### config.mk
export PLATFORM = sky130hd
export DESIGN_NAME = ost_cell
export DESIGN_NICKNAME = d
export VERILOG_FILES = /design/src/rtl/core/ordered_set_table_assert.svh /design/src/rtl/core/ost_pkg.sv /design/src/rtl/core/ost_cell.sv
export SDC_FILE = /design/constraint.sdc
export NUM_CORES = 1
export LEC_CHECK = 0
export ABC_AREA = 1
export BUFFER_PORTS_ARGS = -buffer_cell sky130_fd_sc_hd__clkbuf_2
export CORE_MARGIN = 3
export CORE_UTILIZATION = 49
export CTS_CLUSTER_SIZE = 12
export DETAILED_ROUTE_END_ITERATION = 10
export MAX_ROUTING_LAYER = met4
export PLACE_DENSITY = 0.93
export SLEW_MARGIN = 30
export SYNTH_ARGS = -nofsm -noshare
export SYNTH_HDL_FRONTEND = slang
export SYNTH_SLANG_ARGS = --single-unit
### constraint.sdc
create_clock -name clock -period 4.02 [get_ports clock]
set_input_delay 0.201 -clock clock [delete_from_list [all_inputs] [get_ports clock]]
set_output_delay 0.201 -clock clock [all_outputs]
set_load 0.02 [all_outputs]
### src/rtl/core/ordered_set_table_assert.svh
// Assertion macros used by the ordered set table RTL.
`ifndef ORDERED_SET_TABLE_ASSERT_SVH
`define ORDERED_SET_TABLE_ASSERT_SVH
`ifndef SYNTHESIS
// Same-cycle implication, checked out of reset.
`define OST_ASSERT_IMP(label, clk, rst, ante, cons, msg) \
   label: assert property (@(posedge clk) disable iff (rst) (ante) |-> (cons)) \
      else $error(msg);
// Next-cycle implication, checked out of reset.
`define OST_ASSERT_NXT(label, clk, rst, ante, cons, msg) \
   label: assert property (@(posedge clk) disable iff (rst) (ante) |=> (cons)) \
      else $error(msg);
`else
`define OST_ASSERT_IMP(label, clk, rst, ante, cons, msg)
`define OST_ASSERT_NXT(label, clk, rst, ante, cons, msg)
`endif
`endif

### src/rtl/core/ost_pkg.sv
// Types and constants of the ordered set table.
`timescale 1ns / 1ps
package ost_pkg;

   localparam int OST_CAPACITY   = 128;
   localparam int OST_KEY_WIDTH  = 32;
   localparam int OST_GROUP_SIZE = 16;
   localparam int OST_LOC_W      = $clog2(OST_GROUP_SIZE);

   // Request codes
   localparam logic [1:0] OP_ADD  = 2'd0;
   localparam logic [1:0] OP_DEL  = 2'd1;
   localparam logic [1:0] OP_FIND = 2'd2;

   // Status codes
   localparam logic [1:0] ST_OK      = 2'd0;
   localparam logic [1:0] ST_FULL    = 2'd1;
   localparam logic [1:0] ST_PRESENT = 2'd2;
   localparam logic [1:0] ST_MISSING = 2'd3;

   typedef struct packed {
      logic [1:0]         req_type;
      logic signed [31:0] key;
   } ost_req_type;

   typedef struct packed {
      logic [1:0] status;
      logic [6:0] slot;
   } ost_rsp_type;

   typedef struct packed {
      logic compare;
      logic write;
      logic shift;
   } ost_cell_ctl_type;

endpackage

### src/rtl/core/ost_cell.sv
// One table cell: holds an entry, matches it against the key, shifts down on delete.
`timescale 1ns / 1ps
module ost_cell import ost_pkg::*; #(
   parameter int CAPACITY  = OST_CAPACITY,
   parameter int KEY_WIDTH = OST_KEY_WIDTH,
   parameter int INDEX     = 0,
   localparam int IDX_W    = $clog2(CAPACITY),
   localparam int OCC_W    = $clog2(CAPACITY + 1)
) (
   input  logic                 clock,
   input  ost_cell_ctl_type     ctl,
   input  logic [KEY_WIDTH-1:0] key,
   input  logic [OCC_W-1:0]     occ,
   input  logic [IDX_W-1:0]     pos,
   input  logic [KEY_WIDTH-1:0] upper_entry,
   output logic [KEY_WIDTH-1:0] entry,
   output logic                 hit
);

   logic [KEY_WIDTH-1:0] entry_ff, entry_in;
   logic                 hit_ff, hit_in;

   always_comb begin
      entry_in = entry_ff;
      if (ctl.write && (occ == OCC_W'(INDEX))) begin
         entry_in = key;
      end else if (ctl.shift && (IDX_W'(INDEX) >= pos)) begin
         entry_in = upper_entry;  // close the gap left by the deleted key
      end
   end

   // Only slots below the fill count take part in the match.
   assign hit_in = ctl.compare ? ((entry_ff == key) && (OCC_W'(INDEX) < occ)) : hit_ff;

   always_ff @(posedge clock) begin
      entry_ff <= entry_in;
      hit_ff   <= hit_in;
   end

   assign entry = entry_ff;
   assign hit   = hit_ff;

endmodule

Word-level counts from Yosys, hierarchy flattened
Cells that the tools add are included.

Bits in registers: 33. Bits in latches: 0. Bits in writable memories: 0. ROM bits: 0. Output and inout port bits: 33. Logic and storage cells: 12. Memories kept: 0.

Add/sub/neg operators: 0. $mul: 0. Divide/modulo/power cells: 0. Order comparisons: 2. Equal/unequal tests: 1. Shifts and indexed selects: 0. Muxes and demuxes: 2. Bitwise operators: 0. Reductions and logical operators: 5.

Operators by type and width (count): $mux 32 (2); $eq 32x32->1 (1); $logic_not 8->1 (1); $lt 1x8->1 const A (1); $ge 1x7->1 const A (1); $logic_and 1x1->1 (3); $reduce_bool 2->1 (1).

Depth between registers and ports, before layout
Gate-level depths: netlist (run 1).

Depth after elaboration: 4. Depth in mapped cells: 8. Depth with buffers taken out: 8.

Worst setup path before layout (run 1)
Ideal clock, no wire load.

Kind: in2reg. From: input port occ[3]. To: register entry_ff[0] (netlist: entry[0]) (enable). Arrival time: 1488 ps. Required time: 3631 ps. Path slack: 2143 ps. Stages on the path: 6. Path buffers: 1. Path through: nor2_1 nand2_1 nor2_4 nand2_4 buf_6 nand2_1.

Word-level cells in the longest chain between the ends: 3.

Ends and longest elaborated chain: from (decl) (line ost_cell.sv:13) `input logic [OCC_W-1:0] occ,`; $logic_not 8->1 (line ost_cell.sv:25) `if (ctl.write && (occ == OCC_W'(INDEX))) begin`; $logic_and 1x1->1 (line ost_cell.sv:25); $reduce_bool 2->1 (no line); to (signal assigned) (line ost_cell.sv:36) `entry_ff <= entry_in;`; to (decl) (line ost_cell.sv:20) `logic [KEY_WIDTH-1:0] entry_ff, entry_in;`.

No other way between the ends. A chain may end at the register's enable or synchronous reset.

Worst setup path in the final report (run 1)
From: input port occ[3]. To: register entry_ff[12] (netlist: entry[12]) (enable).

Same word-level chain as after synthesis.

==> metrics.md, run 1 <==
| Metric | Value |
|---|---|
| Final setup viols | 0 |
| DRT iter0 DRCs | 163 |
| Longest Clk Path Bufs | 2 |
| FFs w/ async S/R, synth | 0% |
| Num Clock Sinks | 33 |
| DRC viols | 0 |
| Clock power frac | between 30% and 40% |
| CTS tree | built |
| Routability congestion estimate | about 0.85 |
| Pint | 0.000554 W |
| Area contributors post-synth | edfxtp_1, nand2_1, o21ai_2 |
| Clock latency on the worst-skew pair | approximately 280 ps |
| Worst EP required | roughly 4000 ps |
| Multi-input logic area | about 950 µm² |
| # resized after CTS | 0 |
| Largest net degree at the start of global routing | 53 |
| I/O Buffers | about 120 |
| Crit path time final | approximately 2400 ps |
| Clock slew at reported path FFs | roughly 70 ps |
| Area post-placement | around 2700 µm² |
| Fin Setup TNS | 0 ps |
| Synth top area share | between 40% and 50% |
| Final period utilization | 60.4% |
| Skew final | between 4 and 5 ps |
| Critical path startpoint category | input pin |
| ANT cells | 0 |
| Area delta synth->final | 30.6% |
| Vias in the first global route | 2041 |
| Syn Std Cell Area | ~2200 µm² |
| Storage element area | roughly 990 µm² |
| Switch share | 24.0% |
| Inserted Clock Buffers | 5 |
| CP arrival | approximately 2400 ps |
| P per Cell Area | about 260 nW/µm² |
| #FFs+latches synth | 33 |
| Post-DRT Antenna Nets | 0 |
| Die width | ~72 µm |
| Detailed-placement wirelength estimate | about 4300 µm |
| Placed Cells | between 400 and 500 |
| Peak VDD IR | about 0.14 mV |
| Max-slew headroom | about 52% |
| Comb pwr share | 14.9% |
| CP Max Fanout | 52 |
| Synth cell count leaders | nand2_1, inv_1, edfxtp_1 |
| Clk Tree Root Cell | clkbuf_8 |
| Worst Setup End Kind | register |
| Detailed-route via count | 2136 |
| Mapped Nets | between 300 and 400 |
| Pre-antenna DRT Iters | 4 |
| Cells after Synth | 269 |
| Fillers | between 300 and 400 |
| Initial antenna violation count | 0 |
| Number of hold buffers added after cts | 0 |
| Sw Pwr | approximately 0.00018 W |
| Global-route usage over all layers | between 20% and 30% |
| Fin. max-slew vios | 0 |
| Synth warn | 0 |
| Post-route cell area | approximately 2800 µm² |
| Num ports | ~120 |
| Leakage Power | roughly 1.5 nW |
| Status | complete, no violations |
| Row count | 23 |
| Overall die area | between 5000 and 6000 µm² |
| Sequential element share of the synthesized area | between 40% and 50% |
| Die height | between 70 and 80 µm |
| Core area | 4120 µm² |
| Max-cap check violation count | 0 |
| Sequential share of power | a little over half |
| Total detailed-routing wirelength | 5430 µm |
| Dominant synthesized flop cell | edfxtp_1 |
| H-tree Lvls | 2 |
| Initial Util | a little over half |
| Overflow after GRT | 0 |
| Post-CTS setup buffers | 0 |
| Count leader, synth | nand2_1 |
| Leading area contributor after synthesis | edfxtp_1 |
| Via density | a little under 5 |
| Crit path kind | in -> reg |
| EDFF count, synth | 33 |
| Final hold vios | 0 |
| Slew @ Worst Pin | 718 ps |
| Syn Area/Cell | 8.02 µm² |
| Non-filler cells, final | about 440 |
| Min-Delay Path Class | in -> reg |
| First-pass GRT wire length | around 8400 µm |
| RSZ-0062 raised after global routing | false |
| WL/cell | between 10 and 15 µm |
| Distinct cells, synth | 17 |
| Fmax | 0.412 GHz |
| Layout Nets | ~470 |
| Layout cell share with drive strength beyond 1 | about two fifths |
[metrics by stage]
stage	util (%)	setup WS [ps]	hold WS, ps	total power [W]
detailed placement	66.5	1320	403	0.000498
global placement	66.5	1410	402	0.000494
floorplan	-	2140	313	0.000441
global route	68.5	1350	112	0.000759
CTS	68.5	1590	110	0.000734
finish	68.5	1590	117	0.000729
[placed cells by master, fill, tap and decap left out]
master	n
clkbuf_2	115
nand2_1	99
inv_1	39
edfxtp_1	33
nor2_1	21
o21ai_2	19
nand3_1	17
nand2_2	17
xnor2_1	11
clkbuf_8	5
clkinv_2	2
nor2_4	1
nand2_4	1
or2_2	1
xor2_1	1
nor4_1	1
nor3_1	1
clkbuf_1	1
buf_4	1
[state kept, by name (all words and copies together), names as in the netlist]
register,flops
entry,32
hit,1
[layer usage]
metal	routed length (µm)	GRT usage (%)	up-vias
met4	145	9.43	0
met2	2810	37.4	102
met1	2040	23.9	952
li1	-	-	1065
met3	438	4.43	17
met5	0	-	-
[final timing paths]
path | from | to | slack (ps) | cells after the start
setup / recovery | occ[3] | entry[12] | 1590 | 7
setup reg to reg | entry[17] | hit | 2840 | 6
hold reg to reg | entry[23] | hit | 810 | 5
hold / removal | ctl[2] | hit | 120 | 1
[critical path, stage by stage]
cell	delay, ps
clkbuf_2	80
nor2_1	90
nand2_1	90
nor2_4	340
nand2_4	480
nand2_1	710
buf_4	380
[power by group through the flow]
stage / sequential, W / combinational, W / clock (W)
final: 0.000382 / 0.000108 / 0.000239
after detailed placement: 0.000390 / 0.000108 / 0
after global routing: 0.000382 / 0.000122 / 0.000255
after global placement: 0.000390 / 0.000104 / 0
after CTS: 0.000382 / 0.000109 / 0.000242
after floorplan: 0.000392 / 0.0000488 / 0
[final cells by class]
type                    count  area share, %
multi-input cells         190           33.8
clock buffers               6           2.57
repair buffers            116           20.7
clock inverters             2          0.355
inverters                  39           5.19
flip-flops and latches     33           35.2
well taps                  50           2.22
[logic make-up (layout without fill, tap and decap cells)]
family	count (synthesis)	in the layout	synth area share, %
simple gates	159	159	31.6
buf+inv	46	163	9.91
flops	33	33	45.9
compound gates	19	19	7.71
xor+xnor	12	12	4.87
Note: power is estimated with default switching activity, not from simulation.
==> run 2: changes to the inputs <==
--- a/config.mk
+++ b/config.mk
@@ -8,11 +8,11 @@
 export ABC_AREA = 1
 export BUFFER_PORTS_ARGS = -buffer_cell sky130_fd_sc_hd__clkbuf_2
 export CORE_MARGIN = 3
-export CORE_UTILIZATION = 49
+export CORE_UTILIZATION = 45
 export CTS_CLUSTER_SIZE = 12
 export DETAILED_ROUTE_END_ITERATION = 10
 export MAX_ROUTING_LAYER = met4
-export PLACE_DENSITY = 0.93
+export PLACE_DENSITY = 0.87
 export SLEW_MARGIN = 30
 export SYNTH_ARGS = -nofsm -noshare
 export SYNTH_HDL_FRONTEND = slang
==> constraint.sdc (replaced) <==
create_clock -name clock -period 2.41 [get_ports clock]
set_input_delay 0.1205 -clock clock [delete_from_list [all_inputs] [get_ports clock]]
set_output_delay 0.1205 -clock clock [all_outputs]
set_load 0.02 [all_outputs]
==> metrics.md, run 2 (same netlist as run 1, synthesis figures left out) <==
| Metric | Value |
|---|---|
| Status | complete, no violations (unchanged) |
| Met1 GRT Util | 21.9% (was 23.9%) |
| Longest Clk Path Bufs | 2 (unchanged) |
| Pre-antenna DRT Iters | 4 (unchanged) |
| Min-Delay Path Depth | 1 (unchanged) |
| CTS tree | built (unchanged) |
| Worst path max stage delay | 380 ps (was 710 ps) |
| CP arrival | 1250 ps (was 2390 ps) |
| # resized after CTS | 0 (unchanged) |
| Vias in the first global route | 1839 (was 2041) |
| Clk Tree Root Cell | clkbuf_8 (unchanged) |
| Number of hold buffers added after cts | 0 (unchanged) |
| Final core utilization | 63.1% (was 68.5%) |
| Post-CTS setup buffers | 0 (unchanged) |
| Fin Setup TNS | 0 ps (unchanged) |
| WL/cell | 11.8 µm (was 12.5 µm) |
| Fillers | 405 (was 344) |
| Area delta synth->final | 31.7% (was 30.6%) |
| Largest net degree at the start of global routing | 52 (was 53) |
| Total power | 0.00120 W (was 0.000729 W) |
| FF-to-FF End | hit (unchanged) |
| CP max stage cell | nand2_1 (unchanged) |
| Reg2reg path depth | 6 (unchanged) |
| Die width | 75.3 µm (was 72.4 µm) |
| Clock latency on the worst-skew pair | 280 ps (about the same) |
| DRC viols | 0 (unchanged) |
| Crit. path cell count | 5 (was 7) |
| End of the critical path | entry[20] (was entry[12]) |
| Min-Delay Path Class | in -> reg (unchanged) |
| Setup WS post-layout | 1140 ps (was 1590 ps) |
| Slew @ Worst Pin | 700 ps (was 718 ps) |
| Max-slew headroom | 53.3% (was 52.1%) |
| Pre-CTS WS | 834 ps (was 1320 ps) |
| Routability congestion estimate | 0.749 (was 0.854) |
| Crit path time final | between 1000 and 1500 ps |
| Sw Pwr | 0.000280 W (was 0.000175 W) |
| Sequential share of power | 53.2% (was 52.4%) |
| Final period utilization | approximately 53% |
| First-pass GRT wire length | 7740 µm (was 8420 µm) |
| Skew final | 5.87 ps (was 4.28 ps) |
| ANT cells | 0 (unchanged) |
| Reg2reg start | entry[17] (unchanged) |
| Clock slew at reported path FFs | 70 ps (about the same) |
| Fin. max-slew vios | 0 (unchanged) |
| Leakage Power | 1.55 nW (was 1.54 nW) |
| Switch share | 23.4% (was 24.0%) |
| Initial antenna violation count | 0 (unchanged) |
| Initial Util | 47.9% (was 52.4%) |
| Final setup viols | 0 (unchanged) |
| Comb pwr share | 14.9% (about the same) |
| Global-route usage over all layers | 18.4% (was 21.6%) |
| GR peak layer | met2 (unchanged) |
| DRT iter0 DRCs | 105 (was 163) |
| P per Cell Area | 422 nW/µm² (was 259 nW/µm²) |
| CP Buf/Inv Count | 2 (unchanged) |
| Clock power frac | 32.0% (was 32.7%) |
| Post-DRT Antenna Nets | 0 (unchanged) |
| Max FFs per register | 32 (unchanged) |
| Crit path kind | in -> reg (unchanged) |
| Num Clock Sinks | 33 (unchanged) |
| Die height | 75.3 µm (was 72.4 µm) |
| Met2 usage | 32.3% (was 37.4%) |
| Max-cap check violation count | 0 (unchanged) |
| Core area | 4500 µm² (was 4120 µm²) |
| Detailed-placement wirelength estimate | 4270 µm (was 4320 µm) |
| Register-to-Register Setup Slack | 1240 ps (was 2840 ps) |
| Most frequent cells in the layout | clkbuf_2, nand2_1, inv_1 (unchanged) |
| Final hold vios | 0 (unchanged) |
| Num ports | 116 (unchanged) |
| Worst EP required | 2390 ps (was 3990 ps) |
| Most common cell after layout, fill and taps aside | clkbuf_2 (unchanged) |
| Peak VDD IR | 0.289 mV (was 0.142 mV) |
| H-tree Lvls | 2 (unchanged) |
| Detailed-route via count | 2076 (was 2136) |
| Via density | 4.71 (was 4.90) |
| Cell Chain, Critical Path | clkbuf_2 -> nor4_1 -> nand3_1 -> nand2_1 -> buf_4 (was clkbuf_2 -> nor2_1 -> nand2_1 -> nor2_4 -> nand2_4 -> nand2_1 -> buf_4) |
| Row count | 24 (was 23) |
| Post-route cell area | 2840 µm² (was 2820 µm²) |
| CP delay by family, top | simple AND/OR/NAND/NOR gates (unchanged) |
| Critical path startpoint category | input pin (unchanged) |
| Overall die area | 5660 µm² (was 5240 µm²) |
| Layout cell share with drive strength beyond 1 | 42.2% (was 42.0%) |
| Pint | 0.000919 W (was 0.000554 W) |
| Crit path from | pos[3] (was occ[3]) |
| I/O Buffers | 115 (unchanged) |
| Inserted Clock Buffers | 5 (unchanged) |
| Fmax | ~0.79 GHz |
| Total detailed-routing wirelength | 5190 µm (was 5430 µm) |
| CP Max Fanout | 12 (was 52) |
| RSZ-0062 raised after global routing | false (unchanged) |
| Met3 Usage GRT | 2.80% (was 4.43%) |
| Area post-placement | 2760 µm² (was 2740 µm²) |
| Worst Setup End Kind | register (unchanged) |
| Overflow after GRT | 0 (unchanged) |
| Layout Nets | 471 (was 468) |
## run 2: cell count changes in the layout (fill, tap and decap cells not counted), sizes merged
cell,before,now
clkbuf,121,120
clkinv,2,3
buf,1,4
## run 2: area by class of cell
cell class	instances	area, µm²	share of cell area, %
inverters	39	146	5.15
repair buffers	119	606	21.3
well taps	52	65.1	2.29
flip-flops and latches	33	991	34.9
multi-input cells	190	953	33.5
clock inverters	3	12.5	0.440
clock buffers	5	68.8	2.42
## run 2: how the worst min path moves through the flow
stage                      start   to  slack (ps)
after floorplan           ctl[2]  hit         230
after global placement    ctl[2]  hit         320
after detailed placement  ctl[2]  hit         330
after CTS                 ctl[2]  hit          40
after global routing      ctl[2]  hit          40
final                     ctl[2]  hit          50
## run 2: power by group through the flow
stage / clock network, W / registers [W] / logic [W]
2_1_floorplan: 0 / 0.000654 / 0.0000813
3_3_place_gp: 0 / 0.000650 / 0.000173
4_1_cts: 0.000393 / 0.000638 / 0.000180
3_5_place_dp: 0 / 0.000650 / 0.000179
6_report: 0.000383 / 0.000638 / 0.000178
5_1_grt: 0.000418 / 0.000638 / 0.000200
## run 2: per-layer routing
metal	wire, µm	up-vias
met4	51	0
met2	2710	78
met1	2090	921
li1	-	1073
met3	339	4
met5	0	-
## run 2: stage by stage
stage | hold slack (ps) | std cells
floorplan | 233 | 269
global placement | 324 | 433
detailed placement | 331 | 433
CTS | 38.0 | 441
global route | 35.5 | 441
finish | 46.8 | 441
==> run 3: changes to the inputs <==
--- a/config.mk
+++ b/config.mk
@@ -8,11 +8,11 @@
 export ABC_AREA = 1
 export BUFFER_PORTS_ARGS = -buffer_cell sky130_fd_sc_hd__clkbuf_2
 export CORE_MARGIN = 3
-export CORE_UTILIZATION = 45
+export CORE_UTILIZATION = 41
 export CTS_CLUSTER_SIZE = 12
 export DETAILED_ROUTE_END_ITERATION = 10
 export MAX_ROUTING_LAYER = met4
-export PLACE_DENSITY = 0.87
+export PLACE_DENSITY = 0.84
 export SLEW_MARGIN = 30
 export SYNTH_ARGS = -nofsm -noshare
 export SYNTH_HDL_FRONTEND = slang
==> constraint.sdc (replaced) <==
create_clock -name clock -period 1.1 [get_ports clock]
set_input_delay 0.055 -clock clock [delete_from_list [all_inputs] [get_ports clock]]
set_output_delay 0.055 -clock clock [all_outputs]
set_load 0.02 [all_outputs]
==> metrics.md, run 3 (same netlist as run 1, synthesis figures left out) <==
| Metric | Value |
|---|---|
| Status | complete, but fails checks (was complete, no violations) |
| Failing checks | negative setup slack |
| Longest Clk Path Bufs | 2 (unchanged) |
| Final period utilization | 107% |
| Inserted Clock Buffers | 5 (unchanged) |
| Clk Tree Root Cell | clkbuf_8 (unchanged) |
| Leakage Power | 1.63 nW (was 1.55 nW) |
| Detailed-route via count | 2160 (was 2076) |
| Non-filler cells, final | 469 (was 441) |
| DRT iter0 DRCs | 96 (was 105) |
| Fin. max-slew vios | 0 (unchanged) |
| Worst EP required | 1240 ps (was 2390 ps) |
| Total power | 0.00270 W (was 0.00120 W) |
| DRC viols | 0 (unchanged) |
| Total detailed-routing wirelength | 5580 µm (was 5190 µm) |
| Peak VDD IR | 0.534 mV (was 0.289 mV) |
| Critical path startpoint category | register (was input pin) |
| Num Clock Sinks | 33 (unchanged) |
| Core area | 4910 µm² (was 4500 µm²) |
| Row count | 25 (was 24) |
| Most common cell after layout, fill and taps aside | clkbuf_2 (unchanged) |
| Post-DRT Antenna Nets | 0 (unchanged) |
| Reg2reg start | entry[6] (was entry[17]) |
| Overall die area | 6170 µm² (was 5660 µm²) |
| Min-Delay Path Class | in -> reg (unchanged) |
| Vias in the first global route | 2108 (was 1839) |
| Largest net degree at the start of global routing | 33 (was 52) |
| Num ports | 116 (unchanged) |
| Max-slew headroom | 82.1% (was 53.3%) |
| Crit path from | entry[6] (was pos[3]) |
| Worst Hold Launch | upper_entry[1] (was ctl[2]) |
| I/O Buffers | 115 (unchanged) |
| P per Cell Area | 889 nW/µm² (was 422 nW/µm²) |
| Initial antenna violation count | 0 (unchanged) |
| Overflow after GRT | 0 (unchanged) |
| Area delta synth->final | 40.6% (was 31.7%) |
| RSZ-0062 raised after global routing | true (was false) |
| Max FFs per register | 32 (unchanged) |
| Pre-antenna DRT Iters | 4 (unchanged) |
| Max-cap check violation count | 0 (unchanged) |
| Final hold vios | 0 (unchanged) |
| ANT cells | 0 (unchanged) |
| Die height | 78.6 µm (was 75.3 µm) |
| Fin Setup TNS | -73.5 ps (was 0 ps) |
| Detailed-placement wirelength estimate | 4410 µm (was 4270 µm) |
| CP arrival | 1310 ps (was 1250 ps) |
| Fmax | around 0.85 GHz |
| Crit path time final | 1170 ps |
| Final setup viols | 1 (was 0) |
| Most frequent cells in the layout | clkbuf_2, nand2_1, inv_1 (unchanged) |
| CP Max Fanout | 3 (was 12) |
| Via density | 4.61 (was 4.71) |
| Pre-CTS WS | -177 ps (was 834 ps) |
| Crit path kind | reg -> reg (was in -> reg) |
| First-pass GRT wire length | 9000 µm (was 7740 µm) |
| Initial Util | 43.9% (was 47.9%) |
| Clock latency on the worst-skew pair | 280 ps (about the same) |
| Die width | 78.6 µm (was 75.3 µm) |
| Setup WS post-layout | -73.5 ps (was 1140 ps) |
| Clock slew at reported path FFs | 70 ps (about the same) |
| H-tree Lvls | 2 (unchanged) |
| Area post-placement | 2920 µm² (was 2760 µm²) |
| Global-route usage over all layers | 18.7% (was 18.4%) |
| Routability congestion estimate | 0.892 (was 0.749) |
| Layout Nets | 484 (was 471) |
| WL/cell | 11.9 µm (was 11.8 µm) |
| Skew final | 5.16 ps (was 5.87 ps) |
| CTS tree | built (unchanged) |
| Slew @ Worst Pin | 268 ps (was 700 ps) |
| Post-route cell area | 3030 µm² (was 2840 µm²) |
| Layout cell share with drive strength beyond 1 | 45.5% (was 42.2%) |
| Worst Setup End Kind | register (unchanged) |
| Placed Cells | 457 (was 433) |
run 3: path summary, 6_finish.rpt:
kind,cells past startpoint,to,slack [ps]
worst max-delay path,7,hit,-70
worst min-delay path,3,entry[1],40
worst max register to register,7,hit,-70
worst min register to register,5,hit,810
run 3: where the power goes:
group / total, W / leakage (nW) / internal [W] / switching [W]
clock network: 0.000885 / 0.0395 / 0.000450 / 0.000435
logic: 0.000414 / 1.29 / 0.000209 / 0.000205
registers: 0.00140 / 0.298 / 0.00139 / 0.00000536
total: 0.00270 / 1.63 / 0.00205 / 0.000646
run 3: final cells by class:
type	instances	area [µm²]
fillers	474	1880
multi-input cells	190	1000
flip-flops and latches	33	991
repair buffers	132	731
inverters	39	146
well taps	67	83.8
clock buffers	8	80.1
run 3: what timing repair did:
item,CTS,global route
cloned,0,0
pin swaps,2,2
setup buffers,0,3
endpoints found under the setup margin,1,1
resized for setup,0,2
hold endpoints to repair,1,0
hold buffers,1,0
run 3: layer usage:
layer  track usage [%]  wire length [µm]  vias to the layer above
li1                  -                 -                     1103
met1              22.1              2230                      960
met2              31.9              2860                       85
met3              3.90               365                       12
met4              5.77               123                        0
met5                 -                 0                        -
run 3: critical path, stage by stage (launching register included):
cell and delay (ps):
edfxtp_1 420, nand2_1 100, nand2_1 60, nor2_1 110, nand2_1 90, nor2_1 90
nand3_1 80, nor2_1 100
run 3: metrics by stage:
step / util [%] / hold WS (ps)
after CTS: 61.2 / 36.2
after global placement: 59.4 / 258
after floorplan: - / 167
final: 61.8 / 40.2
after detailed placement: 59.4 / 262
after global routing: 61.8 / 42.6
