## src/rtl/core/ordered_set_table_assert.svh

```systemverilog
// Assertion macros used by the ordered set table RTL.
`ifndef ORDERED_SET_TABLE_ASSERT_SVH
`define ORDERED_SET_TABLE_ASSERT_SVH
`ifndef SYNTHESIS
// Same-cycle implication, checked out of reset.
`define OST_ASSERT_IMP(label, clk, rst, ante, cons, msg) \
   label: assert property (@(posedge clk) disable iff (rst) (ante) |-> (cons)) \
      else $error(msg);
// Next-cycle implication, checked out of reset.
`define OST_ASSERT_NXT(label, clk, rst, ante, cons, msg) \
   label: assert property (@(posedge clk) disable iff (rst) (ante) |=> (cons)) \
      else $error(msg);
`else
`define OST_ASSERT_IMP(label, clk, rst, ante, cons, msg)
`define OST_ASSERT_NXT(label, clk, rst, ante, cons, msg)
`endif
`endif

```

## src/rtl/core/ost_pkg.sv

```systemverilog
// Types and constants of the ordered set table.
`timescale 1ns / 1ps
package ost_pkg;

   localparam int OST_CAPACITY   = 128;
   localparam int OST_KEY_WIDTH  = 32;
   localparam int OST_GROUP_SIZE = 16;
   localparam int OST_LOC_W      = $clog2(OST_GROUP_SIZE);

   // Request codes
   localparam logic [1:0] OP_ADD  = 2'd0;
   localparam logic [1:0] OP_DEL  = 2'd1;
   localparam logic [1:0] OP_FIND = 2'd2;

   // Status codes
   localparam logic [1:0] ST_OK      = 2'd0;
   localparam logic [1:0] ST_FULL    = 2'd1;
   localparam logic [1:0] ST_PRESENT = 2'd2;
   localparam logic [1:0] ST_MISSING = 2'd3;

   typedef struct packed {
      logic [1:0]         req_type;
      logic signed [31:0] key;
   } ost_req_type;

   typedef struct packed {
      logic [1:0] status;
      logic [6:0] slot;
   } ost_rsp_type;

   typedef struct packed {
      logic compare;
      logic write;
      logic shift;
   } ost_cell_ctl_type;

endpackage

```

## src/rtl/core/ost_encoder.sv

```systemverilog
// Two-stage registered encoder turning the one-hot hit row into a slot index.
`timescale 1ns / 1ps
module ost_encoder import ost_pkg::*; #(
   parameter int CAPACITY = OST_CAPACITY,
   localparam int IDX_W   = $clog2(CAPACITY)
) (
   input  logic                clock,
   input  logic [CAPACITY-1:0] hits,
   output logic                found,
   output logic [IDX_W-1:0]    pos
);

   localparam int NG = (CAPACITY + OST_GROUP_SIZE - 1) / OST_GROUP_SIZE;

   logic [NG*OST_GROUP_SIZE-1:0] hit_pad;
   logic [NG-1:0]                grp_any_ff, grp_any_in;
   logic [OST_LOC_W-1:0]         grp_idx_ff [NG];
   logic [OST_LOC_W-1:0]         grp_idx_in [NG];
   logic                         found_ff, found_in;
   logic [IDX_W-1:0]             pos_ff, pos_in;

   always_comb begin
      hit_pad                = '0;
      hit_pad[CAPACITY-1:0]  = hits;
   end

   // Stage 1: local index within each group of cells
   always_comb begin
      for (int g = 0; g < NG; g++) begin
         grp_any_in[g] = |hit_pad[g*OST_GROUP_SIZE +: OST_GROUP_SIZE];
         grp_idx_in[g] = '0;
         for (int j = 0; j < OST_GROUP_SIZE; j++) begin
            if (hit_pad[g*OST_GROUP_SIZE + j]) begin
               grp_idx_in[g] = grp_idx_in[g] | OST_LOC_W'(j);
            end
         end
      end
   end

   // Stage 2: merge groups; at most one group hits
   always_comb begin
      found_in = |grp_any_ff;
      pos_in   = '0;
      for (int g = 0; g < NG; g++) begin
         if (grp_any_ff[g]) begin
            pos_in = pos_in | IDX_W'(g * OST_GROUP_SIZE) | IDX_W'(grp_idx_ff[g]);
         end
      end
   end

   always_ff @(posedge clock) begin
      grp_any_ff <= grp_any_in;
      grp_idx_ff <= grp_idx_in;
      found_ff   <= found_in;
      pos_ff     <= pos_in;
   end

   assign found = found_ff;
   assign pos   = pos_ff;

endmodule

```

## config.mk

```make
export PLATFORM = sky130hd
export DESIGN_NAME = ost_encoder
export DESIGN_NICKNAME = d
export VERILOG_FILES = /design/src/rtl/core/ordered_set_table_assert.svh /design/src/rtl/core/ost_pkg.sv /design/src/rtl/core/ost_encoder.sv
export SDC_FILE = /design/constraint.sdc
export NUM_CORES = 1
export LEC_CHECK = 0
export ABC_AREA = 0
export BUFFER_PORTS_ARGS = -buffer_cell sky130_fd_sc_hd__buf_2
export CAP_MARGIN = 0
export CORE_MARGIN = 3
export CORE_UTILIZATION = 35
export CTS_BUF_LIST = sky130_fd_sc_hd__clkbuf_8 sky130_fd_sc_hd__clkbuf_16
export CTS_CLUSTER_SIZE = 40
export DETAILED_ROUTE_END_ITERATION = 7
export HOLD_SLACK_MARGIN = 0.15
export MAX_ROUTING_LAYER = met4
export PLACE_DENSITY = 0.73
export SLEW_MARGIN = 25
export SYNTH_ARGS = -nofsm -noshare
export SYNTH_HDL_FRONTEND = slang
export SYNTH_SLANG_ARGS = --single-unit
export TNS_END_PERCENT = 50
```

## constraint.sdc

```tcl
create_clock -name clock -period 2.4 [get_ports clock]
set_clock_uncertainty 0.05 [all_clocks]
set_input_delay 0.36 -clock clock [delete_from_list [all_inputs] [get_ports clock]]
set_output_delay 0.36 -clock clock [all_outputs]
set_load 0.01 [all_outputs]
```

Yosys cells after proc, flatten, opt, wreduce, memory -nomap -nowiden
Cells that the tools add are included.
{"block": "totals", "in_bits": 129, "output_inout_bits": 8, "word_cells": 187, "register_bits": 48}
{"block": "op_classes", "bitwise": 7, "reduce_logical": 33, "n_mux": 112}
{"op": "2-to-1 mux 4 bit", "n": 49}
{"op": "OR reduction 16 bit", "n": 8}
{"op": "2-to-1 mux 3 bit", "n": 32}
{"op": "OR reduction 8 bit", "n": 9}
{"op": "2-to-1 mux 7 bit", "n": 7}
{"op": "bitwise OR 7 x 4 -> 7 bit", "n": 6}
{"op": "2-to-1 mux 2 bit", "n": 16}
{"op": "OR reduction 4 bit", "n": 8}
{"op": "OR reduction 2 bit", "n": 8}
{"op": "2-to-1 mux 1 bit", "n": 8}
{"op": "bitwise OR 5 x 4 -> 5 bit", "n": 1}

Longest topological paths before layout
Gate-level depths: netlist of the first run.
{"block": "logic_depth", "ltp_word": 15, "mapped_depth": 2, "depth_no_buf": 2}

Worst setup path before layout of the first run
OpenSTA, ideal clock, no wires.
{"block": "synth_path", "kind": "register to register", "from": "register grp_any_ff[4]", "to": "register found_ff, in the netlist found", "stages_incl_launch_ff": 3, "slack_ps": 1244, "required_ps": 2223, "t_arrival_ps": 980, "setup_time_ps": 127, "cell_sequence": "dfxtp_1 > or4_4 > nand2b_4"}
{"block": "synth_between", "elab_chain_len": 1}
{"element": "start: declaration", "line": "ost_encoder.sv:16", "source": "logic [NG-1:0] grp_any_ff, grp_any_in;"}
{"element": "start signal: assignment", "line": "ost_encoder.sv:52", "source": "grp_any_ff <= grp_any_in;"}
{"element": "OR reduction 8 bit", "line": "ost_encoder.sv:42", "source": "found_in = |grp_any_ff;"}
{"element": "net found_in", "line": "ost_encoder.sv:19", "source": "logic found_ff, found_in;"}
{"element": "end signal: assignment", "line": "ost_encoder.sv:54", "source": "found_ff <= found_in;"}
{"element": "end: declaration", "line": "ost_encoder.sv:19"}
The timed path passes the listed nets, and every way through them passes these cells.
A chain may end at the register's enable or synchronous reset.

Worst setup path after layout of the first run
Same ends and word-level chain as after synthesis.

==> metrics list, run 1 <==
- Final clock period utilization by the worst path: 50.44%
- Global routing finished with a remaining overflow of 0.
- Mean Syn Cell Area: 9.734 um^2
- After Yosys synthesis, and, or, nand and nor cells account for approximately 37% of the synthesized area.
- Headroom to the max-slew limit came out at 67.16%.
- Clock Pin Slew Worst Setup and Hold Paths: ~70 ps
* Total global-route track usage: 16.17%
- Overall die width: 76.16 um
- The count of nets left with antenna violations once routing finished came out at 0.
- The final number of hold-violating endpoints was 0.
- In the routed layout, each cell is associated on average with a via count of 5.131.
* Setup repair after global routing missed its margin: false
- The number of different library cells used by synthesis comes to 8.
- Leakage power: 1.004 nW
- In this run the worst path has a maximum fanout of 5.
- The H-tree was split into 2 levels.
- Traced cell by cell, the critical path runs through or4_4, nand2b_4.
* Max-slew violation total from the final report: 0
- For this design, the CTS-stage hold fixing added 0 buffers.
- Max-cap violations in this run came to 0.
- Once the floorplan was initialized, standard cells occupied 37.75% of the core.
* Number of detailed-routing iterations run before antenna repair: 4
- Yosys reg bits: 48
* Area used by sequential logic in the layout: around 960 um^2
* Synth-to-layout area growth: 48.22%
- After the last flow step, the layout net total stands at 449.
* Class of the worst hold path: in2reg
- Via count of the first global-routing pass: approximately 1800
- ~140 I/O pins were placed.
- The worst setup path is launched from a flop.
* Utilization after layout: between 50% and 60%
* Clock latency of the later-clocked register in the worst-skew pair: approximately 280 ps
* Clock tree from TritonCTS: done
* Count of antenna diodes in the layout: 0
- When the netlist entered floorplanning its net count stood at 306.
- The filler cells instantiated in the layout total 462.
- Switching part of the total power: a little over a fifth
* Die area: 5800 um^2
* Critical-path cell with the highest stage delay: or4_4
* Power share of the sequential group: between 50% and 60%
* Largest family of logic cells by synthesized area: simple AND/OR/NAND/NOR gates
- Worst setup path category: reg2reg
- Buffers added to address setup during post-CTS repair amount to 0.
* Worst endpoint data arrival time: 1330 ps
- Across all hold checks on the routed design, the worst slack comes to 226.5 ps.
- The multi-input combinational cells in the finished layout cover a total of 762.0 um^2.
* Worst setup EP type: flop
* Number of cells upsized or downsized after cts: 0
- The number of antenna violations at the first check in global routing came to 0.
* Share of the synthesized area in compound gates (AO/OA/AOI/OAI): under 10%
- The root buffer cell chosen for the clock tree is clkbuf_8.
* CTS max path bufs: 2
- Synthesis produced 177 cells.
- The first routing iteration left 45 violations.
- The synthesized netlist devotes 0% of its cell area to XOR and XNOR gates.
- Power spread over the standard cell area amounts to 530.3 nW/um^2.
- Worst vdd rail ir drop: 0.0002705 V
- Buffers placed on the I/O ports in this run total roughly 140.
- The first global-routing pass estimated 7.527 mm of wire.
* Clock group share of total power: slightly below 30%
* Clock Sink Count: 48
- Per report_power, the combinational group accounts for 11.5% of the total.
* Total detailed-routing wirelength: between 4 and 5 mm
* Number of warnings reported in the yosys synthesis log: 0
- For the pin with the worst max-slew slack, the measured transition is 488.1 ps.
- Sequential-to-total area share from yosys stat: a little under three fifths
- Maximum clock frequency: 826.0 MHz
* DRC errors left: 0
- Buffering stage count on the worst path with inverters included: 0
- The flow ran to the end, and the final reports show no timing, DRC or antenna violations.
* Internal Power: 1.072 mW
- After floorplanning, the core was divided into 24 placement rows.
- The synthesized netlist occupies a cell area of 1723 um^2.
- Pwr Total: ~1.4 mW
* Data required time at the worst endpoint: 2520 ps
* Fraction of layout instances using a drive strength above 1: 44.97%
- Area contributors post-synth: dfxtp_1 56%, nor4_1 24%, a22oi_1 7.0%
* Number of endpoints failing setup at the final stage: 0
- The clock period could shrink to 1211 ps.
* Yosys top cell area share: a little under three fifths
* Setup TNS Final: 0 ps
* Clock buffers created by TritonCTS: 5
* Max incr delay on CP: 550 ps
- Routability cong.: 0.8164
* Height of the chip: 76.16 um
* Area share of fa/ha/maj cells after synthesis: 0%
- Placeable core region: about 4600 um^2
- In this run the power spent charging and discharging nets is 0.2820 mW.
- Top Family by Delay on Critical Path: simple AND/OR/NAND/NOR gates
* Post-synthesis mux area share: 0%
- Largest net degree at the start of global routing: 13
* Largest area contributor in the netlist: dfxtp_1
* Avg WL per Cell: 12.53 um
* Half-perimeter wire length of the detailed placement result: around 4.2 mm
- Via count: 1965
-- synthesized netlist by cell type (all sizes together) --
cell type   n
or4         3
nand4      12
nor4       65
dfxtp      48
nand2b      1
nand2      32
a22oi      16
-- sequential cells by signal (all words and copies together) (netlist names) --
signal      count
pos             7
grp_any_ff      8
found           1
grp_idx_ff     32
-- final timing paths --
| kind | start | cells after the start | slack [ps] | to |
|---|---|---|---|---|
| setup / recovery | grp_any_ff[4] | 2 | 1190 | found |
| hold / removal | hits[99] | 3 | 230 | grp_idx_ff[5] |
| setup reg to reg | grp_any_ff[4] | 2 | 1190 | found |
| hold reg to reg | grp_idx_ff[16] | 2 | 410 | pos[0] |
-- power by group through the flow --
stage	logic (mW)	registers, mW	clock network, mW
CTS	0.155	0.798	0.413
global placement	0.152	0.817	0
finish	0.155	0.798	0.401
detailed placement	0.155	0.817	0
floorplan	0.0228	0.816	0
global route	0.174	0.798	0.442
-- metrics by stage --
stage | cells | area [um^2] | setup slack, ps
floorplan | 177 | 1723 | 1244
global placement | 378 | 2485 | 1178
detailed placement | 378 | 2485 | 1136
CTS | 383 | 2554 | 1195
global route | 383 | 2554 | 1162
finish | 383 | 2554 | 1189
-- tightest hold or removal path, delay by kind of cell --
| kind | cells | cell delay (ps) |
|---|---|---|
| buffers and inverters | 1 | 90 |
| AND/OR/NAND/NOR | 2 | 80 |
-- logic make-up after synthesis --
group	Yosys count
AND/OR/NAND/NOR	113
AO/OA/AOI/OAI	16
flip-flops	48
-- per-layer routing --
metal  global-route usage [%]  share of wire, %  up-vias
met3                    4.610               9.4        5
met1                    18.56                41      853
li1                         -                 -     1019
met2                    27.48                48       88
met5                        -                 0        -
met4                    4.891               1.1        0
-- cell usage in the layout, fill, tap and decap left out --
| master | count |
|---|---|
| nand2b_4 | 1 |
| nand2_1 | 32 |
| a22oi_1 | 16 |
| nand4_1 | 12 |
| buf_2 | 136 |
| nor4_1 | 65 |
| clkbuf_8 | 5 |
| or4_1 | 2 |
| or4_4 | 1 |
| dfxtp_1 | 48 |
-- cell type report --
cell class	instances	area share [%]
Tap cell	65	3.185
Timing Repair Buffer	136	26.65
Clock buffer	5	2.695
Multi-Input combinational cell	129	29.84
Sequential cell	48	37.63
Power figures use the tool's default switching activity.
==> inputs of run 2 (changes only) <==
PLACE_DENSITY = 0.76   (was 0.73)
clock period = 0.99 ns   (was 2.4 ns; I/O delays follow)
==> run 2 against run 1 <==
- the run now ends with hold timing, setup timing left
- fmax grew 5.8%
- sequential cell count is the same
- die area is the same
- critical path type unchanged
==> metrics list, run 2 (synthesized netlist as in run 1, its figures left out) <==
* Class of the worst hold path: in2reg (unchanged)
- The required time of the critical path was 1140 ps (was 2520 ps).
- Total of buffers placed on input and output ports: 136 (unchanged)
* Number of endpoints failing setup at the final stage: 6 (was 0)
- The net count reported at finish was 480 (was 449).
- Capture instance of the worst register-to-register path: found (unchanged)
- Count of pins on the block boundary: 137 (unchanged)
- Max-Cap Viols: 0 (unchanged)
* CTS max path bufs: 2 (unchanged)
- The placement-stage worst setup slack came to -138.5 ps (was 1136 ps).
* Launch instance of the worst register-to-register path: grp_any_ff[4] (unchanged)
- Final clock period utilization by the worst path: 115.6% (was 50.44%)
- Endpoint of the worst setup timing path: found (unchanged)
- DRC errors left: 0 (unchanged)
- Number of hold-slack violations in the final timing report: 1 (was 0)
- Grt total ovfl: 0 (unchanged)
- Number of detailed-routing iterations run before antenna repair: 4 (unchanged)
- Post-detailed-route count of antenna-violating nets: 0 (unchanged)
* Fraction of layout instances using a drive strength above 1: 56.82% (was 44.97%)
- The relative slew slack came to 72.42% (was 67.16%).
- Global-route wire length before repair: 8.942 mm (was 7.527 mm)
- Sort of element at the start of the critical path: flop (unchanged)
- The depth of the worst register-to-register path was 2 (unchanged).
* Fin Hold WS: -1.388 ps (was 226.5 ps)
* Clock Sink Count: 48 (unchanged)
- The static leakage was 1.194 nW (was 1.004 nW).
- Root Buffer Master: clkbuf_8 (unchanged)
- The die area is 5800 um^2 (unchanged).
- The critical path endpoint category was a flop (unchanged).
- The number of flip-flops in the largest register is 32 (unchanged).
- The clock transition at the register clock pins on the worst setup and hold paths after CTS was 90 ps (was 70 ps).
- The die width is 76.16 um (unchanged).
* Clock tree from TritonCTS: done (unchanged)
* CP Max Fanout: 2 (was 5)
- Violations in the final reports: hold timing, setup timing
- The global routing usage summed across all routing layers was 19.37% (was 16.17%).
* Utilization after layout: 65.02% (was 55.95%)
- The via count of the first global-routing pass was 2102 (was 1821).
- Avg WL per Cell: 13.33 um (was 12.53 um)
- The signed area change from the synthesized netlist to the final layout is 72.26% (was 48.22%).
- The insertion delay of the later-clocked pin in the worst-skew pair was 300 ps (was 280 ps).
* Total detailed-routing wirelength: 5.558 mm (was 4.798 mm)
- Routability cong.: 0.8749 (was 0.8164)
* Worst setup path category: reg2reg (unchanged)
- Internal reg-to-reg setup slack: -150 ps (was 1190 ps)
- Initial antenna violation count: 0 (unchanged)
- The leading cell type in the layout, fill and taps excluded was buf_2 (unchanged).
- The data arrival time of the worst path came to 1290 ps (was 1330 ps).
- Pwr Total: 3.752 mW (was 1.354 mW)
- The largest register by flop count is grp_idx_ff (unchanged).
- Outcome: finished with violations (was finished clean)
- Maximum clock frequency: 874.0 MHz (was 826.0 MHz)
- Setup repair after global routing missed its margin: true (was false).
- Largest net degree at the start of global routing: 16 (was 13)
- Shortest clock period the worst path allows after layout: 1144 ps (was 1211 ps)
- Max H-tree Level: 2 (unchanged)
- Area of placed instances: 2689 um^2 (was 2485 um^2)
* Final non-filler cell area: 2968 um^2 (was 2554 um^2)
* Half-perimeter wire length of the detailed placement result: 4.501 mm (was 4.158 mm)
- Max-slew violation total from the final report: 0 (unchanged)
- Clock buffers created by TritonCTS: 5 (unchanged)
- Beginning of the critical path: grp_any_ff[4] (unchanged)
- The vertical die dimension came to 76.16 um (unchanged).
- Highest-count cells in the layout ignoring fill and taps: 136 x buf_2, 60 x nor4_1, 40 x dfxtp_1 (was 136 x buf_2, 65 x nor4_1, 48 x dfxtp_1)
- Number of standard-cell rows in the floorplan: 24 (unchanged)
* Worst vdd rail ir drop: 0.0008116 V (was 0.0002705 V)
* Placeable core region: 4564 um^2 (unchanged)
- The power density normalized to cell area is 1264 nW/um^2 (was 530.3 nW/um^2).
* Starting density of the core: 37.75% (unchanged)
- The number of design-rule violations left by the first detailed-router iteration came to 60 (was 45).
- The actual slew at the worst max-slew pin came to 410.0 ps (was 488.1 ps).
- The number of vias after detailed routing came to 2097 (was 1965).
* Count of antenna diodes in the layout: 0 (unchanged)
* Worst setup slack after layout: -154.1 ps (was 1189 ps)
- Vias per std cell: 5.029 (was 5.131)
[run 2: cell types whose count changed in the layout (fill, tap and decap cells not counted), moves of 2 or more]
cell / change
dfxtp_1: -8
a22oi_2: +12
dfxtp_2: +8
buf_4: +24
a22oi_1: -12
dlygate4sd3_1: +2
nor4_2: +4
buf_6: +4
nor4_1: -5
[run 2: report_power, final]
part           switching, mW  internal (mW)
logic                  0.191          0.251
clock network          0.629          0.747
registers            0.00180           1.93
[run 2: cell type report]
| cell class | count | area (um^2) |
|---|---|---|
| Clock buffer | 5 | 68.82 |
| Timing Repair Buffer | 167 | 938.4 |
| Sequential cell | 48 | 970.9 |
| Tap cell | 65 | 81.33 |
| Fill cell | 392 | 1597 |
| Multi-Input combinational cell | 129 | 865.8 |
| Clock inverter | 3 | 42.54 |
[run 2: per-stage QoR]
step	TNS [ps]	hold WS (ps)	instances
2_1_floorplan	-205.6	189.4	177
3_3_place_gp	-326.6	301.6	405
3_5_place_dp	-583.5	303.4	405
4_1_cts	-1016	-8.895	420
5_1_grt	-653.6	2.918	417
6_report	-430.8	-1.388	417
[run 2: how the worst min path moves through the flow]
| stage | slack [ps] | to | depth (start not counted) | startpoint |
|---|---|---|---|---|
| 2_1_floorplan | 190 | grp_idx_ff[12] | 2 | hits[65] |
| 3_3_place_gp | 300 | grp_idx_ff[26] | 3 | hits[20] |
| 3_5_place_dp | 300 | grp_idx_ff[26] | 3 | hits[20] |
| 4_1_cts | -9 | grp_idx_ff[26] | 3 | hits[20] |
| 5_1_grt | 3 | grp_idx_ff[26] | 3 | hits[29] |
| 6_report | -1 | grp_idx_ff[26] | 3 | hits[20] |
[run 2: metal layers]
metal / track usage [%] / share of wire, % / vias up
li1: - / - / 1080
met1: 21.15 / 40 / 917
met2: 34.13 / 51 / 96
met3: 6.265 / 8.0 / 4
met4: 4.891 / 0.97 / 0
met5: - / 0 / -
[run 2: worst max-delay path, stage by stage, from the launching register on]
cell,delay (ps)
dfxtp_2,330
or4_4,520
nand2b_4,150
[run 2: timing repair]
action / 4_1_cts / 5_1_grt
endpoints found under the setup margin: 7 / 21
hold endpoints to repair: 40 / 40
setup buffers: 1 / 0
cloned: 0 / 0
gates resized for setup: 11 / 20
hold buffers: 6 / 1
pin swaps: 5 / 11
==> inputs of run 3 (changes only) <==
ABC_AREA = 1   (was 0)
PLACE_DENSITY = 0.69   (was 0.76)
clock period = 1.4 ns   (was 0.99 ns; I/O delays follow)
==> run 3 against run 2 <==
- the run now fails in clock tree synthesis
- synthesized cell count rose by 72%
- area after synthesis rose by 16%
==> metrics list, run 3 <==
- Area share of fa/ha/maj cells after synthesis: 0% (unchanged)
- The post-synthesis xor/xnor area fraction came to 0% (unchanged).
* Synth top cells by count: 117 x nor2_1, 95 x nand2_1, 48 x dfxtp_1 (was 65 x nor4_1, 48 x dfxtp_1, 32 x nand2_1)
- Number of synthesized flops with an enable pin: 0 (unchanged)
- The sequential cell area fraction in the yosys report came to 47.94% (was 55.77%).
- Share of the synthesized area in compound gates (AO/OA/AOI/OAI): 0% (was 6.972%)
* Area contributors post-synth: dfxtp_1 48%, nor2_1 22%, nand2_1 18% (was dfxtp_1 56%, nor4_1 24%, a22oi_1 7.0%)
- The prevailing post-synth register cell is dfxtp_1 (unchanged).
* Largest area contributor in the netlist: dfxtp_1 (unchanged)
- The first error in the log reads "[ERROR RSZ-0060] Max buffer count reached".
- Number of standard-cell rows in the floorplan: 26 (was 24)
- The buffer type at the clock tree root is clkbuf_8 (unchanged).
- The global placer's final weighted congestion came to 0.7646 (was 0.8749).
- The mux cell area share after synthesis was 0% (unchanged).
- Height of the chip: 81.68 um (was 76.16 um)
- The total of warnings raised by yosys was 0 (unchanged).
* Number of cells upsized or downsized after cts: 0 (was 11)
- Total of buffers placed on input and output ports: 136 (unchanged)
* Yosys reg bits: 48 (unchanged)
* Post-synthesis cell count: 304 (was 177)
- The hold buffer count at CTS was 104 (was 6).
* Count of pins on the block boundary: 137 (unchanged)
* Most instantiated library cell after synthesis: nor2_1 (was nor4_1)
* Postcts setup bufs: 0 (was 1)
* Outcome: aborted with a tool error (was finished with violations)
- The number of CTS-inserted buffers came to 5 (unchanged).
- Starting density of the core: 37.57% (was 37.75%)
* Total standard cell area after synthesis: 2004 um^2 (was 1723 um^2)
* Mean Syn Cell Area: 6.593 um^2 (was 9.734 um^2)
- Max H-tree Level: 2 (unchanged)
* CTS max path bufs: 2 (unchanged)
- Yosys cell types: 7 (was 8)
- Clock Sink Count: 48 (unchanged)
- Post-synth net total: 433 (was 306)
* Half-perimeter wire length of the detailed placement result: 4.373 mm (was 4.501 mm)
- Stage reached: clock tree synthesis
* Area share of and/or/nand/nor cells after synthesis: 50.19% (was 37.25%)
- The cell area after placement was 2773 um^2 (was 2689 um^2).
* Yosys top cell area share: 47.94% (was 55.77%)
- The die width was 81.68 um (was 76.16 um).
* Largest family of logic cells by synthesized area: simple AND/OR/NAND/NOR gates (unchanged)
- The share of flip-flops with an asynchronous set or reset after synthesis was 0% (unchanged).
[run 3: cell types whose count changed after synthesis, sizes merged, moves of 10 or more]
cell   change
nor2     +126
nor4      -65
nand2     +63
a22oi     -16
nand4     +11
inv       +10
[run 3: metrics by stage]
stage                     std cells  setup WS [ps]
after floorplan                 304          670.6
after global placement          510          499.4
after detailed placement        510          491.6
[run 3: kinds of logic after synthesis]
group         count (synthesis)
flops                        48
buf+inv                      10
simple gates                246
==> inputs of run 4 (changes only) <==
CORE_UTILIZATION = 20   (was 35)
CTS_BUF_LIST = unset   (was sky130_fd_sc_hd__clkbuf_8 sky130_fd_sc_hd__clkbuf_16)
CTS_CLUSTER_SIZE = unset   (was 40)
HOLD_SLACK_MARGIN = unset   (was 0.15)
MAX_ROUTING_LAYER = unset   (was met4)
PLACE_DENSITY = unset   (was 0.69)
PLACE_DENSITY_LB_ADDON = 0.15   (was unset)
==> run 4 against run 3 <==
- the flow now finishes without violations
- synthesized cell count unchanged
- area after synthesis unchanged
==> metrics list, run 4 <==
- At the pin with the least slew margin, the transition time is 238.8 ps.
- Worst endpoint data arrival time: 740 ps
- Derived from the worst setup path, the maximum achievable clock frequency is 999.0 MHz.
- Sort of element at the start of the critical path: flop
* Setup TNS Final: 0 ps
- Number of cells upsized or downsized after cts: 0 (unchanged)
- Power density of the placed cells: around 800 nW/um^2
- The TritonCTS sink count came to 48 (unchanged).
* Count of pins on the block boundary: 137 (unchanged)
- Number of warnings reported in the yosys synthesis log: 0 (unchanged)
- Summing over every cut layer, the via total after detailed routing is 2249.
* Number of hold-slack violations in the final timing report: 0
- The buffer type at the clock tree root was clkbuf_8 (unchanged).
- Post-synth net total: 433 (unchanged)
* Main flop type after synthesis: dfxtp_1 (unchanged)
* Worst setup path category: reg2out
* Total of buffers placed on input and output ports: 136 (unchanged)
- Vias per std cell: 3.918
- Die area: 11260 um^2
- Most common cell after layout, fill and taps aside: buf_2
- The pre-antenna-repair detailed-routing pass consisted of 4 iterations.
* Yosys top cell area share: 47.94% (unchanged)
- In the final routed layout, each cell accounts on average for 9.620 um.
* Count of antenna diodes in the layout: 0
- Clock tree from TritonCTS: done
* Xor and xnor area share after synthesis: 0% (unchanged)
- Total standard cell area after synthesis: 2004 um^2 (unchanged)
- Critical Path, Cell by Cell: buf_2
* Synth-to-layout area growth: 45.44%
- The half-perimeter wire length after placement was 4.964 mm (was 4.373 mm).
- Number of endpoints failing setup at the final stage: 0
- Number of standard-cell rows in the floorplan: 35 (was 26)
* Largest net degree at the start of global routing: 13
- The global placer's final weighted congestion is 0.6797 (was 0.7646).
- Once layout is complete, the cells apart from fillers number ~570.
* Max H-tree Level: 2 (unchanged)
- In the global route stage, overall resource usage came out at 9.577%.
- The number of CTS-inserted buffers was 5 (unchanged).
* Data required time at the worst endpoint: approximately 1100 ps
- The tool flagged a number of max-cap violations equal to 0.
- Yosys cell types: 7 (unchanged)
- CTS max path bufs: 2 (unchanged)
- Across the VDD grid, the largest voltage drop is ~0.00033 V.
- Outcome: finished clean (was aborted with a tool error).
- Setup repair after global routing missed its margin: false
- The worst pin sits at a relative slew slack of 84.06%.
- The mux cell area share after synthesis is 0% (unchanged).
- Final Net Count: 576
* Via count of the first global-routing pass: 2192
* CP Max Fanout: 1
- Counting flops per register, the top entry is grp_idx_ff.
- The count of mapped cells out of synthesis came to 304 (unchanged).
- Grt total ovfl: 0
* Largest area contributor in the netlist: dfxtp_1 (unchanged)
- The max-slew violation count was 0.
- Placed insts: 569 (was 510)
* Height of the chip: 106.1 um (was 81.68 um)
* Worst setup EP type: output port
* Largest family of logic cells by synthesized area: simple AND/OR/NAND/NOR gates (unchanged)
* Global-route wire length before repair: 8.887 mm
- Clock Pin Slew Worst Setup and Hold Paths: 80 ps
- Post-detailed-route count of antenna-violating nets: 0
- Synth top cells by count: 117 x nor2_1, 95 x nand2_1, 48 x dfxtp_1 (unchanged).
* Sequential-to-total area share from yosys stat: 47.94% (unchanged)
- The cell family contributing the most delay on the critical path is flip-flops.
- In the post-route analysis, the smallest setup slack over all paths is 399.0 ps.
- Counting both buffers and inverters, the worst setup path holds a total of 1.
- Clock latency on the worst-skew pair, taken at its later pin, is 290 ps.
- The hold buffer count at CTS is 0 (was 104).
- Overall die width: 106.1 um (was 81.68 um)
- The smallest clock period supported by the final layout is computed as around 1000 ps.
- The adder-cell share of the synthesized area is 0% (unchanged).
- Total detailed-routing wirelength: 5.522 mm
- Max incr delay on CP: 320 ps
- Pre-CTS WS: 469.3 ps (was 491.6 ps)
* Most instantiated library cell after synthesis: nor2_1 (unchanged)
- Initial antenna violation count: 0
* Placeable core region: 9503 um^2
- Final clock period utilization by the worst path: a little under three quarters
* Highest-count cells in the layout ignoring fill and taps: 136 x buf_2, 117 x nor2_1, 95 x nand2_1
- Async S/R FF share, synth: 0% (unchanged)
* DRC violation total after the first TritonRoute iteration: 105
- The number of enable-type register cells in the synthesized netlist was 0 (unchanged).
* Share of the synthesized area in compound gates (AO/OA/AOI/OAI): 0% (unchanged)
* Mean Syn Cell Area: 6.593 um^2 (unchanged)
* Critical-path cell with the highest stage delay: dfxtp_1
- Max FFs per register: 32
* Starting density of the core: 21.09% (was 37.57%)
- DRC errors left: 0
- The post-route netlist has 33.71% of its cells at a drive strength greater than 1.
- Area share of and/or/nand/nor cells after synthesis: 50.19% (unchanged)
- The register bit count reported by yosys was 48 (unchanged).
* Class of the worst hold path: in2reg
* Area contributors post-synth: dfxtp_1 48%, nor2_1 22%, nand2_1 18% (unchanged)
- The count of buffers added by post-CTS timing repair for setup is 0 (unchanged).
* Leakage power: 1.447 nW
[run 4: cell counts after synthesis]
Identical to the previous run, type by type.
[run 4: cell families after synthesis]
kind of cell,Yosys count
buffers and inverters,10
flip-flops,48
AND/OR/NAND/NOR,246
[run 4: power by group]
group	leakage (nW)	total, mW	switching (mW)	internal (mW)
registers	0.389	1.37	0.000764	1.37
logic	1.02	0.311	0.144	0.168
clock network	0.0359	0.708	0.386	0.322
[run 4: per-layer routing]
layer,part of all wire [%],wire length (um),global-route usage (%)
met1,47,2570,12.40
met2,45,2484,15.66
met3,7.0,385,2.125
met4,1.5,81,3.330
met5,0,0,0
[run 4: final cells by class]
type                            instances  area, um^2
Inverter                               10       37.54
Timing Repair Buffer                  136       680.7
Tap cell                              129       161.4
Multi-Input combinational cell        246        1006
Clock buffer                            5       68.82
Sequential cell                        48       960.9
Fill cell                            1056        6588
[run 4: final timing paths]
check,start,end,slack [ps],depth (start not counted)
max,pos[0],pos[0],400,1
min,hits[62],grp_idx_ff[17],80,3
max reg2reg,grp_any_ff[3],pos[1],530,4
min reg2reg,grp_idx_ff[16],pos[0],460,4
[run 4: through the flow]
stage	instance area [um^2]	hold slack, ps	power [mW]	utilization (%)
final	2915	80.49	2.387	30.68
after global placement	2846	375.5	1.712	29.95
after floorplan	2004	257.8	1.496	-
after detailed placement	2846	376.4	1.714	29.95
after global routing	2915	76.94	2.526	30.68
after CTS	2915	74.01	2.430	30.68
